**config.mk**
```make
export PLATFORM = sky130hd
export DESIGN_NAME = ist_ctrl
export DESIGN_NICKNAME = d
export VERILOG_FILES = /design/src/rtl/core/ist_pkg.sv /design/src/rtl/core/ist_ctrl.sv
export SDC_FILE = /design/constraint.sdc
export NUM_CORES = 2
export LEC_CHECK = 0
export BUFFER_PORTS_ARGS = -buffer_cell sky130_fd_sc_hd__buf_4
export CORE_MARGIN = 1.5
export CORE_UTILIZATION = 35
export DETAILED_ROUTE_END_ITERATION = 12
export SETUP_SLACK_MARGIN = 0.15
export SYNTH_ARGS = -nofsm -noshare
export SYNTH_HDL_FRONTEND = slang
export SYNTH_SLANG_ARGS = --single-unit
export TNS_END_PERCENT = 30
```
**constraint.sdc**
```tcl
create_clock -name clock -period 42.8 [get_ports clock]
set_input_delay 2.14 -clock clock [delete_from_list [all_inputs] [get_ports clock]]
set_output_delay 2.14 -clock clock [all_outputs]
set_load 0.005 [all_outputs]
```
**src/rtl/core/ist_pkg.sv**
```systemverilog
// Shared types, codes and helpers for the interval set table.
package ist_pkg;

   localparam int MAX_INTERVALS_DEF = 32;

   typedef logic signed [31:0] time_type;

   typedef struct packed {
      time_type s;
      time_type e;
   } entry_type;

   typedef enum logic [2:0] {
      OP_ADD    = 3'd0,
      OP_REMOVE = 3'd1,
      OP_FIND   = 3'd2,
      OP_SHIFT  = 3'd3,
      OP_LOWER  = 3'd4
   } op_type;

   typedef enum logic [2:0] {
      ST_IDLE,
      ST_READ,
      ST_EVAL,
      ST_EVAL2,
      ST_FLUSH,
      ST_DONE
   } state_type;

   typedef enum logic [1:0] {
      PH_BEFORE,
      PH_MERGE,
      PH_AFTER
   } phase_type;

   localparam time_type NONE_START = 32'sh0001_0000;
   localparam time_type NONE_END   = 32'shFFFF_0000;

   // a - b, clamped to the signed 32-bit range
   function automatic time_type sat_sub(time_type a, time_type b);
      logic signed [32:0] diff;
      diff = {a[31], a} - {b[31], b};
      if (diff[32] != diff[31]) begin
         sat_sub = diff[32] ? 32'sh8000_0000 : 32'sh7FFF_FFFF;
      end else begin
         sat_sub = diff[31:0];
      end
   endfunction

   function automatic time_type tmin(time_type a, time_type b);
      tmin = (a < b) ? a : b;
   endfunction

   function automatic time_type tmax(time_type a, time_type b);
      tmax = (a > b) ? a : b;
   endfunction

endpackage

```
**src/rtl/core/ist_ctrl.sv**
```systemverilog
// Sequencer and shared entry datapath: walks the table; add, remove, shift and lower rewrite it into the idle bank.
module ist_ctrl #(
   parameter int MAX_INTERVALS = ist_pkg::MAX_INTERVALS_DEF,
   parameter int IW = (MAX_INTERVALS > 1) ? $clog2(MAX_INTERVALS) : 1,
   parameter int CW = $clog2(MAX_INTERVALS + 1)
) (
   input  logic                  clock,
   input  logic                  reset,
   input  logic                  req_tvalid,
   output logic                  req_tready,
   input  logic [2:0]            req_tuser,  // operation
   input  logic [127:0]          req_tdata,  // seg_start, seg_end, query_time, delta_time
   output logic                  rsp_tvalid,
   input  logic                  rsp_tready,
   output logic                  rsp_tuser,  // found_valid
   output logic [71:0]           rsp_tdata,  // found_start, found_end, overflow, entry_count, pad
   input  logic [15:0]           min_overlap,
   output logic                  wr_en,
   output logic [IW:0]           wr_addr,
   output ist_pkg::entry_type    wr_entry,
   output logic [IW:0]           rd_addr,
   input  ist_pkg::entry_type    rd_entry
);
   import ist_pkg::*;

   localparam logic [CW-1:0] MAX_CNT = CW'(MAX_INTERVALS);

   state_type state_ff, state_in;
   phase_type phase_ff, phase_in;
   logic [2:0]    op_ff, op_in;
   time_type      s_ff, s_in, e_ff, e_in, q_ff, q_in, d_ff, d_in;
   logic          bank_ff, bank_in;
   logic [CW-1:0] held_ff, held_in, idx_ff, idx_in, cnt_ff, cnt_in;
   logic          pend_v_ff, pend_v_in;
   time_type      pend_s_ff, pend_s_in, pend_e_ff, pend_e_in;
   time_type      b_s_ff, b_s_in, b_e_ff, b_e_in;
   time_type      ns_ff, ns_in, ne_ff, ne_in;
   logic          ovf_ff, ovf_in, fv_ff, fv_in;
   time_type      fs_ff, fs_in, fe_ff, fe_in;
   logic          rsp_valid_ff, rsp_valid_in, rsp_user_ff, rsp_user_in;
   logic [71:0]   rsp_data_ff, rsp_data_in;

   logic          accept, bad_req, at_end, full, is_move, load_rsp;
   logic          push_req, merge_ok, go_b, go_done, go_flush;
   time_type      push_s, push_e, si, ei, rq_s, rq_e;
   time_type      cs, ce, mv_s, mv_e;
   logic signed [32:0] ov_len;
   logic [CW-1:0] cnt_m1;

   assign si = rd_entry.s;
   assign ei = rd_entry.e;
   assign rq_s = req_tdata[31:0];
   assign rq_e = req_tdata[63:32];
   assign accept = req_tvalid && req_tready;
   assign req_tready = (state_ff == ST_IDLE);
   assign at_end = (idx_ff == held_ff);
   assign full = (held_ff == MAX_CNT);
   assign is_move = (op_ff == OP_SHIFT) || (op_ff == OP_LOWER);
   assign load_rsp = (state_ff == ST_DONE) && (!rsp_valid_ff || rsp_tready);
   assign rd_addr = {bank_ff, idx_ff[IW-1:0]};
   assign cnt_m1 = cnt_ff - 1'b1;

   assign bad_req = (((req_tuser == OP_ADD) || (req_tuser == OP_REMOVE)) && (rq_s > rq_e))
                    || (req_tuser > OP_LOWER);

   // Entry evaluation on the shared datapath
   assign cs = tmax(si, s_ff);
   assign ce = tmin(ei, e_ff);
   assign ov_len = {ce[31], ce} - {cs[31], cs};
   assign mv_s = (op_ff == OP_SHIFT) ? sat_sub(si, d_ff) : si;
   assign mv_e = sat_sub(ei, d_ff);

   always_comb begin
      push_req = 1'b0;
      push_s = si;
      push_e = ei;
      b_s_in = b_s_ff;
      b_e_in = b_e_ff;
      phase_in = phase_ff;
      ns_in = ns_ff;
      ne_in = ne_ff;
      ovf_in = ovf_ff;
      fv_in = fv_ff;
      fs_in = fs_ff;
      fe_in = fe_ff;
      go_b = 1'b0;
      go_done = 1'b0;
      go_flush = 1'b0;
      unique case (state_ff)
         ST_IDLE: begin
            phase_in = PH_BEFORE;
            ovf_in = 1'b0;
            fv_in = 1'b0;
            fs_in = NONE_START;
            fe_in = NONE_END;
         end
         ST_READ: begin
            if (at_end) begin
               unique case (op_ff)
                  OP_ADD: begin
                     unique case (phase_ff)
                        PH_BEFORE: begin
                           if (full) begin
                              ovf_in = 1'b1;
                              go_done = 1'b1;
                           end else begin
                              push_req = 1'b1;
                              push_s = s_ff;
                              push_e = e_ff;
                              go_flush = 1'b1;
                           end
                        end
                        PH_MERGE: begin
                           push_req = 1'b1;
                           push_s = ns_ff;
                           push_e = ne_ff;
                           go_flush = 1'b1;
                        end
                        default: go_flush = 1'b1;
                     endcase
                  end
                  OP_REMOVE, OP_SHIFT, OP_LOWER: go_flush = 1'b1;
                  default: go_done = 1'b1;
               endcase
            end
         end
         ST_EVAL: begin
            unique case (op_ff)
               OP_ADD: begin
                  unique case (phase_ff)
                     PH_BEFORE: begin
                        if (ei < s_ff) begin
                           push_req = 1'b1;
                        end else if (si <= e_ff) begin
                           ns_in = tmin(s_ff, si);
                           ne_in = tmax(e_ff, ei);
                           phase_in = PH_MERGE;
                        end else if (full) begin
                           ovf_in = 1'b1;
                           go_done = 1'b1;
                        end else begin
                           push_req = 1'b1;
                           push_s = s_ff;
                           push_e = e_ff;
                           b_s_in = si;
                           b_e_in = ei;
                           go_b = 1'b1;
                           phase_in = PH_AFTER;
                        end
                     end
                     PH_MERGE: begin
                        if (si <= e_ff) begin
                           ns_in = tmin(ns_ff, si);
                           ne_in = tmax(ne_ff, ei);
                        end else begin
                           push_req = 1'b1;
                           push_s = ns_ff;
                           push_e = ne_ff;
                           b_s_in = si;
                           b_e_in = ei;
                           go_b = 1'b1;
                           phase_in = PH_AFTER;
                        end
                     end
                     default: push_req = 1'b1;
                  endcase
               end
               OP_REMOVE: begin
                  if ((ei > s_ff) && (si <= e_ff) &&
                      (ov_len >= $signed({17'b0, min_overlap}))) begin
                     if (cs > si) begin
                        push_req = 1'b1;
                        push_e = cs;
                        if (ce < ei) begin
                           if (full) begin
                              ovf_in = 1'b1;
                           end else begin
                              b_s_in = ce;
                              b_e_in = ei;
                              go_b = 1'b1;
                           end
                        end
                     end else if (ce < ei) begin
                        push_req = 1'b1;
                        push_s = ce;
                     end
                  end else begin
                     push_req = 1'b1;
                  end
               end
               OP_SHIFT, OP_LOWER: begin
                  // drop entries that turned empty; keep ends in order
                  if (!(mv_s > mv_e)) begin
                     push_req = 1'b1;
                     push_s = mv_s;
                     push_e = (pend_v_ff && (mv_e < pend_e_ff)) ? pend_e_ff : mv_e;
                  end
               end
               default: begin
                  if (ei >= q_ff) begin
                     fv_in = 1'b1;
                     fs_in = si;
                     fe_in = ei;
                     go_done = 1'b1;
                  end
               end
            endcase
         end
         ST_EVAL2: begin
            push_req = 1'b1;
            push_s = b_s_ff;
            push_e = b_e_ff;
         end
         default: ;
      endcase
   end

   // Output list: hold the last pushed entry so move ops can merge into it
   always_comb begin
      merge_ok = is_move && pend_v_ff && (push_s <= pend_e_ff);
      pend_v_in = pend_v_ff;
      pend_s_in = pend_s_ff;
      pend_e_in = pend_e_ff;
      cnt_in = cnt_ff;
      held_in = held_ff;
      bank_in = bank_ff;
      idx_in = idx_ff;
      wr_en = 1'b0;
      wr_addr = {~bank_ff, cnt_m1[IW-1:0]};
      wr_entry = '{s: pend_s_ff, e: pend_e_ff};
      if (state_ff == ST_IDLE) begin
         cnt_in = '0;
         idx_in = '0;
         pend_v_in = 1'b0;
      end
      if ((state_ff == ST_READ) && !at_end) begin
         idx_in = idx_ff + 1'b1;
      end
      if (push_req) begin
         if (merge_ok) begin
            pend_s_in = tmin(pend_s_ff, push_s);
            pend_e_in = push_e;
         end else if (cnt_ff < MAX_CNT) begin
            wr_en = pend_v_ff;
            pend_v_in = 1'b1;
            pend_s_in = push_s;
            pend_e_in = push_e;
            cnt_in = cnt_ff + 1'b1;
         end
      end
      if (state_ff == ST_FLUSH) begin
         wr_en = pend_v_ff;
         held_in = cnt_ff;
         bank_in = ~bank_ff;
      end
   end

   always_comb begin
      op_in = op_ff;
      s_in = s_ff;
      e_in = e_ff;
      q_in = q_ff;
      d_in = d_ff;
      if (accept) begin
         op_in = req_tuser;
         s_in = rq_s;
         e_in = rq_e;
         q_in = req_tdata[95:64];
         d_in = req_tdata[127:96];
      end
   end

   always_comb begin
      state_in = state_ff;
      unique case (state_ff)
         ST_IDLE:  if (accept) state_in = bad_req ? ST_DONE : ST_READ;
         ST_READ: begin
            if (go_done) state_in = ST_DONE;
            else if (go_flush) state_in = ST_FLUSH;
            else if (!at_end) state_in = ST_EVAL;
         end
         ST_EVAL: begin
            if (go_done) state_in = ST_DONE;
            else if (go_b) state_in = ST_EVAL2;
            else state_in = ST_READ;
         end
         ST_EVAL2: state_in = ST_READ;
         ST_FLUSH: state_in = ST_DONE;
         ST_DONE:  if (load_rsp) state_in = ST_IDLE;
         default:  state_in = ST_IDLE;
      endcase
   end

   always_comb begin
      rsp_valid_in = rsp_valid_ff;
      rsp_user_in = rsp_user_ff;
      rsp_data_in = rsp_data_ff;
      if (rsp_valid_ff && rsp_tready) begin
         rsp_valid_in = 1'b0;
      end
      if (load_rsp) begin
         rsp_valid_in = 1'b1;
         rsp_user_in = fv_ff;
         rsp_data_in = {1'b0, 6'(held_ff), ovf_ff, fe_ff, fs_ff};
      end
   end

   always_ff @(posedge clock) begin
      if (reset) begin
         state_ff <= ST_IDLE;
         held_ff <= '0;
         bank_ff <= 1'b0;
         rsp_valid_ff <= 1'b0;
      end else begin
         state_ff <= state_in;
         held_ff <= held_in;
         bank_ff <= bank_in;
         rsp_valid_ff <= rsp_valid_in;
      end
      phase_ff <= phase_in;
      op_ff <= op_in;
      s_ff <= s_in;
      e_ff <= e_in;
      q_ff <= q_in;
      d_ff <= d_in;
      idx_ff <= idx_in;
      cnt_ff <= cnt_in;
      pend_v_ff <= pend_v_in;
      pend_s_ff <= pend_s_in;
      pend_e_ff <= pend_e_in;
      b_s_ff <= b_s_in;
      b_e_ff <= b_e_in;
      ns_ff <= ns_in;
      ne_ff <= ne_in;
      ovf_ff <= ovf_in;
      fv_ff <= fv_in;
      fs_ff <= fs_in;
      fe_ff <= fe_in;
      rsp_user_ff <= rsp_user_in;
      rsp_data_ff <= rsp_data_in;
   end

   assign rsp_tvalid = rsp_valid_ff;
   assign rsp_tuser = rsp_user_ff;
   assign rsp_tdata = rsp_data_ff;

   a_held_bound: assert property (@(posedge clock) disable iff (reset)
      held_ff <= MAX_CNT) else $error("held count above capacity");
   a_wr_idle_bank: assert property (@(posedge clock) disable iff (reset)
      wr_en |-> (wr_addr[IW] != bank_ff)) else $error("write into the live bank");
   a_cnt_bound: assert property (@(posedge clock) disable iff (reset)
      (state_ff != ST_IDLE) |-> (cnt_ff <= MAX_CNT)) else $error("output count overrun");
   a_bank_flip: assert property (@(posedge clock) disable iff (reset)
      (bank_ff != $past(bank_ff)) |-> ($past(state_ff) == ST_FLUSH))
      else $error("bank changed outside commit");

endmodule

```
==> impl_metrics.env <==
export IMPL_tritoncts="yes"
export IMPL_netlist_instances=4831
export IMPL_vias_per_cell=6.257
export IMPL_async_flop_share_pct=0
export IMPL_syn_nets=5609
export IMPL_vdd_drop_max_v=0.00005134
export IMPL_yosysMostFrequentCell="ha_1"
export IMPL_chipWidth_um=351.1
export IMPL_grt_use_total_pct=35.34
export IMPL_dpl_cell_area_um2=47370
export IMPL_gp_congestion=1.042
export IMPL_synthTopCellsByCount="ha_1, edfxtp_1, o21ai_0, nand2_1, a21oi_1"
export IMPL_slowest_delay_ns=0.82
export IMPL_synth_top_area_share_pct=33.21
export IMPL_crit_path_start_kind="input port"
export IMPL_grt_max_degree=102
export IMPL_cts_clk_slew_worst_paths_ns=0.06
export IMPL_timing_fmax_mhz=53.04
export IMPL_fin_skew_ns=0.05559
export IMPL_drive_above_1_share_pct=13.67
export IMPL_die_height_um=351.1
export IMPL_hold_class="register to register"
export IMPL_syn_cell_area_um2=42410
export IMPL_worstHoldEndpoint="rsp_tuser$_DFFE_PP_"
export IMPL_detail_route_wl_per_cell_um=32.94
export IMPL_cts_sinks=487
export IMPL_vias=42630
export IMPL_drtIter0Drc=6136
export IMPL_ios=367
export IMPL_rows=127
export IMPL_hold_viol=0
export IMPL_totalWireLength_um=224400
export IMPL_r2r_start="d_ff[1]$_DFFE_PP_"
export IMPL_drc_errors=0
export IMPL_ant_nets=0
export IMPL_crit_arrival_ns=16.71
export IMPL_start_util_pct=35.35
export IMPL_path_common_cell="o21ai_0"
export IMPL_port_buffers=365
export IMPL_min_period_ns=18.85
export IMPL_maxCapViolCount=0
export IMPL_tns_ns=0
export IMPL_r2r_setup_slack_ns=26.87
export IMPL_drtPass1Iterations=9
export IMPL_finalPower_mw=3.157
export IMPL_synth_area_per_cell_um2=8.778
export IMPL_final_area_um2=49540
export IMPL_clk_latency_ns=0.74
export IMPL_rsz0062_at_grt="false"
export IMPL_finalCritPeriodShare_pct=44.05
export IMPL_antenna_found_initial=14
export IMPL_grt_pass1_vias=38960
export IMPL_ff2ff_path_depth=60
export IMPL_ys_ff_latch=487
export IMPL_coreArea_um2=120000
export IMPL_hold_buffers=0
export IMPL_root_buffer="clkbuf_16"
export IMPL_cts_repair_resized=0
export IMPL_tightest_slew_ns=1.273
export IMPL_leakage_nw=21.11
export IMPL_synth_edf_count=469
export IMPL_numCtsBuffers=61
export IMPL_holdCritStartpoint="fv_ff$_DFFE_PP_"
export IMPL_min_path_cells=0
export IMPL_fin_hold_ws_ns=0.4178
export IMPL_slowest_stage="a211o_1"
export IMPL_synth_warnings=0
export IMPL_dp_hpwl_um=172700
export IMPL_n_fill_cell=12050
export IMPL_cts_setup_buffers=0
export IMPL_ys_seq_area_share_pct=34.06
export IMPL_grt_pass1_wl_um=305000
export IMPL_synthFlopType="edfxtp_1"
export IMPL_relSlewSlack_pct=14.56
export IMPL_clk_path_buf_depth=3
export IMPL_synth_top_area_cell="edfxtp_1"
export IMPL_crit_path_end_kind="output port"
export IMPL_p_per_area_nw_per_um2=63.72
export IMPL_synth_cell_types=93
export IMPL_r2r_end="pend_e_ff[19]$_DFFE_PP_"
export IMPL_slew_viol_final=0
export IMPL_cts_max_level=2
export IMPL_syn_to_final_growth_pct=16.81
export IMPL_layout_nets=5920
export IMPL_setup_viol=0
export IMPL_cp_required_ns=40.66
export IMPL_die_area_um2=123300
export IMPL_grt_ovfl_total=0
export IMPL_worstPathMaxFanout=38
export IMPL_critPathKind="input port to output port"
export IMPL_outcome="finished, final reports clean"
export IMPL_yosys_top_cells_area="edfxtp_1, ha_1, o21ai_0, a21oi_1, nand2_1"
==> area by class of cell <==
cell class,instances,area (um2),share of cell area [%]
Clock buffer,70,1645,3.321
Tap cell,1612,2017,4.072
Inverter,395,1483,2.993
Timing Repair Buffer,495,3729,7.527
Antenna cell,6,15.01,0.03031
Clock inverter,46,511.7,1.033
Sequential cell,487,14440,29.16
Multi-Input combinational cell,3702,25690,51.87
==> placed cells by master, fill, tap and decap left out, types with 33 or more instances in the layout <==
cell type | netlist | layout
ha_1 | 560 | 560
o211ai_1 | 52 | 52
nand3_1 | 64 | 63
buf_4 | 12 | 494
nand4_1 | 112 | 112
a31oi_1 | 35 | 34
inv_1 | 384 | 383
o21a_1 | 48 | 47
o21ai_0 | 453 | 446
nor2b_1 | 78 | 78
nor3_1 | 60 | 59
and3_1 | 35 | 34
nand2_1 | 440 | 439
a21o_1 | 130 | 130
a221oi_1 | 33 | 33
a2bb2oi_1 | 45 | 45
nand2b_1 | 88 | 87
o221ai_1 | 56 | 56
xnor2_1 | 54 | 54
mux2i_1 | 48 | 46
edfxtp_1 | 469 | 469
a211oi_1 | 58 | 58
mux2_2 | 38 | 38
a21oi_1 | 427 | 426
clkbuf_16 | 0 | 65
nor2_1 | 370 | 365
==> critical path, delay by kind of cell <==
kind / cells / cell delay [ns]
AO/OA/AOI/OAI: 33 / 8.68
XOR/XNOR: 1 / 0.16
AND/OR/NAND/NOR: 15 / 1.78
adder cells (fa/ha/maj): 4 / 1.51
buffers and inverters: 8 / 2.36
==> metrics by stage <==
step	util, %	instances	worst slack, ns
after CTS	41.28	6807	24.43
after detailed placement	39.48	6691	24.47
final	41.29	6813	23.95
after global placement	39.48	6691	24.56
after floorplan	-	4831	27.36
after global routing	41.28	6808	22.86
==> how the worst max path moves through the flow <==
| stage | depth (start not counted) | start | end |
|---|---|---|---|
| floorplan | 55 | rd_entry[4] | pend_s_ff[0]$_DFFE_PP_ |
| global placement | 62 | rd_entry[1] | wr_en |
| detailed placement | 61 | rd_entry[1] | wr_en |
| CTS | 61 | rd_entry[1] | wr_en |
| global route | 61 | rd_entry[1] | wr_en |
| finish | 61 | rd_entry[1] | wr_en |
==> power by group <==
group / internal (mW) / total (mW) / switching [mW]
Sequential: 0.642 / 0.722 / 0.0798
Clock: 0.326 / 0.567 / 0.242
Combinational: 0.610 / 1.87 / 1.26
Total: 1.58 / 3.16 / 1.58
==> state kept, by name, indices dropped and copies added, names as in the netlist, 6 cells and up <==
name / count
cnt_ff: 6
b_e_ff: 32
pend_s_ff: 32
fs_ff: 32
ns_ff: 32
q_ff: 32
pend_e_ff: 32
b_s_ff: 32
fe_ff: 32
rsp_tdata: 71
e_ff: 32
d_ff: 32
idx_ff: 6
s_ff: 32
ne_ff: 32
held_ff: 6
==> cells by family after synthesis <==
| kind of cell | count (synthesis) | share of synthesized area (%) |
|---|---|---|
| AOI/OAI and AO/OA | 1606 | 24.30 |
| xor gates and xnor gates | 86 | 1.776 |
| adders and majority gates | 564 | 16.69 |
| buffers and inverters | 642 | 5.833 |
| DFF | 487 | 34.06 |
| muxes | 89 | 2.222 |
| other | 1 | 0.008843 |
| and+or+nand+nor | 1356 | 15.11 |
==> routing by layer <==
| metal | share of wire, % | GRT usage (%) | routed length [um] | vias up |
|---|---|---|---|---|
| li1 | - | - | - | 18610 |
| met1 | 40 | 46.18 | 89290 | 20430 |
| met2 | 42 | 52.26 | 93700 | 2853 |
| met3 | 11 | 7.847 | 23590 | 724 |
| met4 | 7.9 | 23.22 | 17730 | 10 |
| met5 | 0.034 | 0 | 76 | - |
Note: power is estimated with default switching activity, not from simulation.
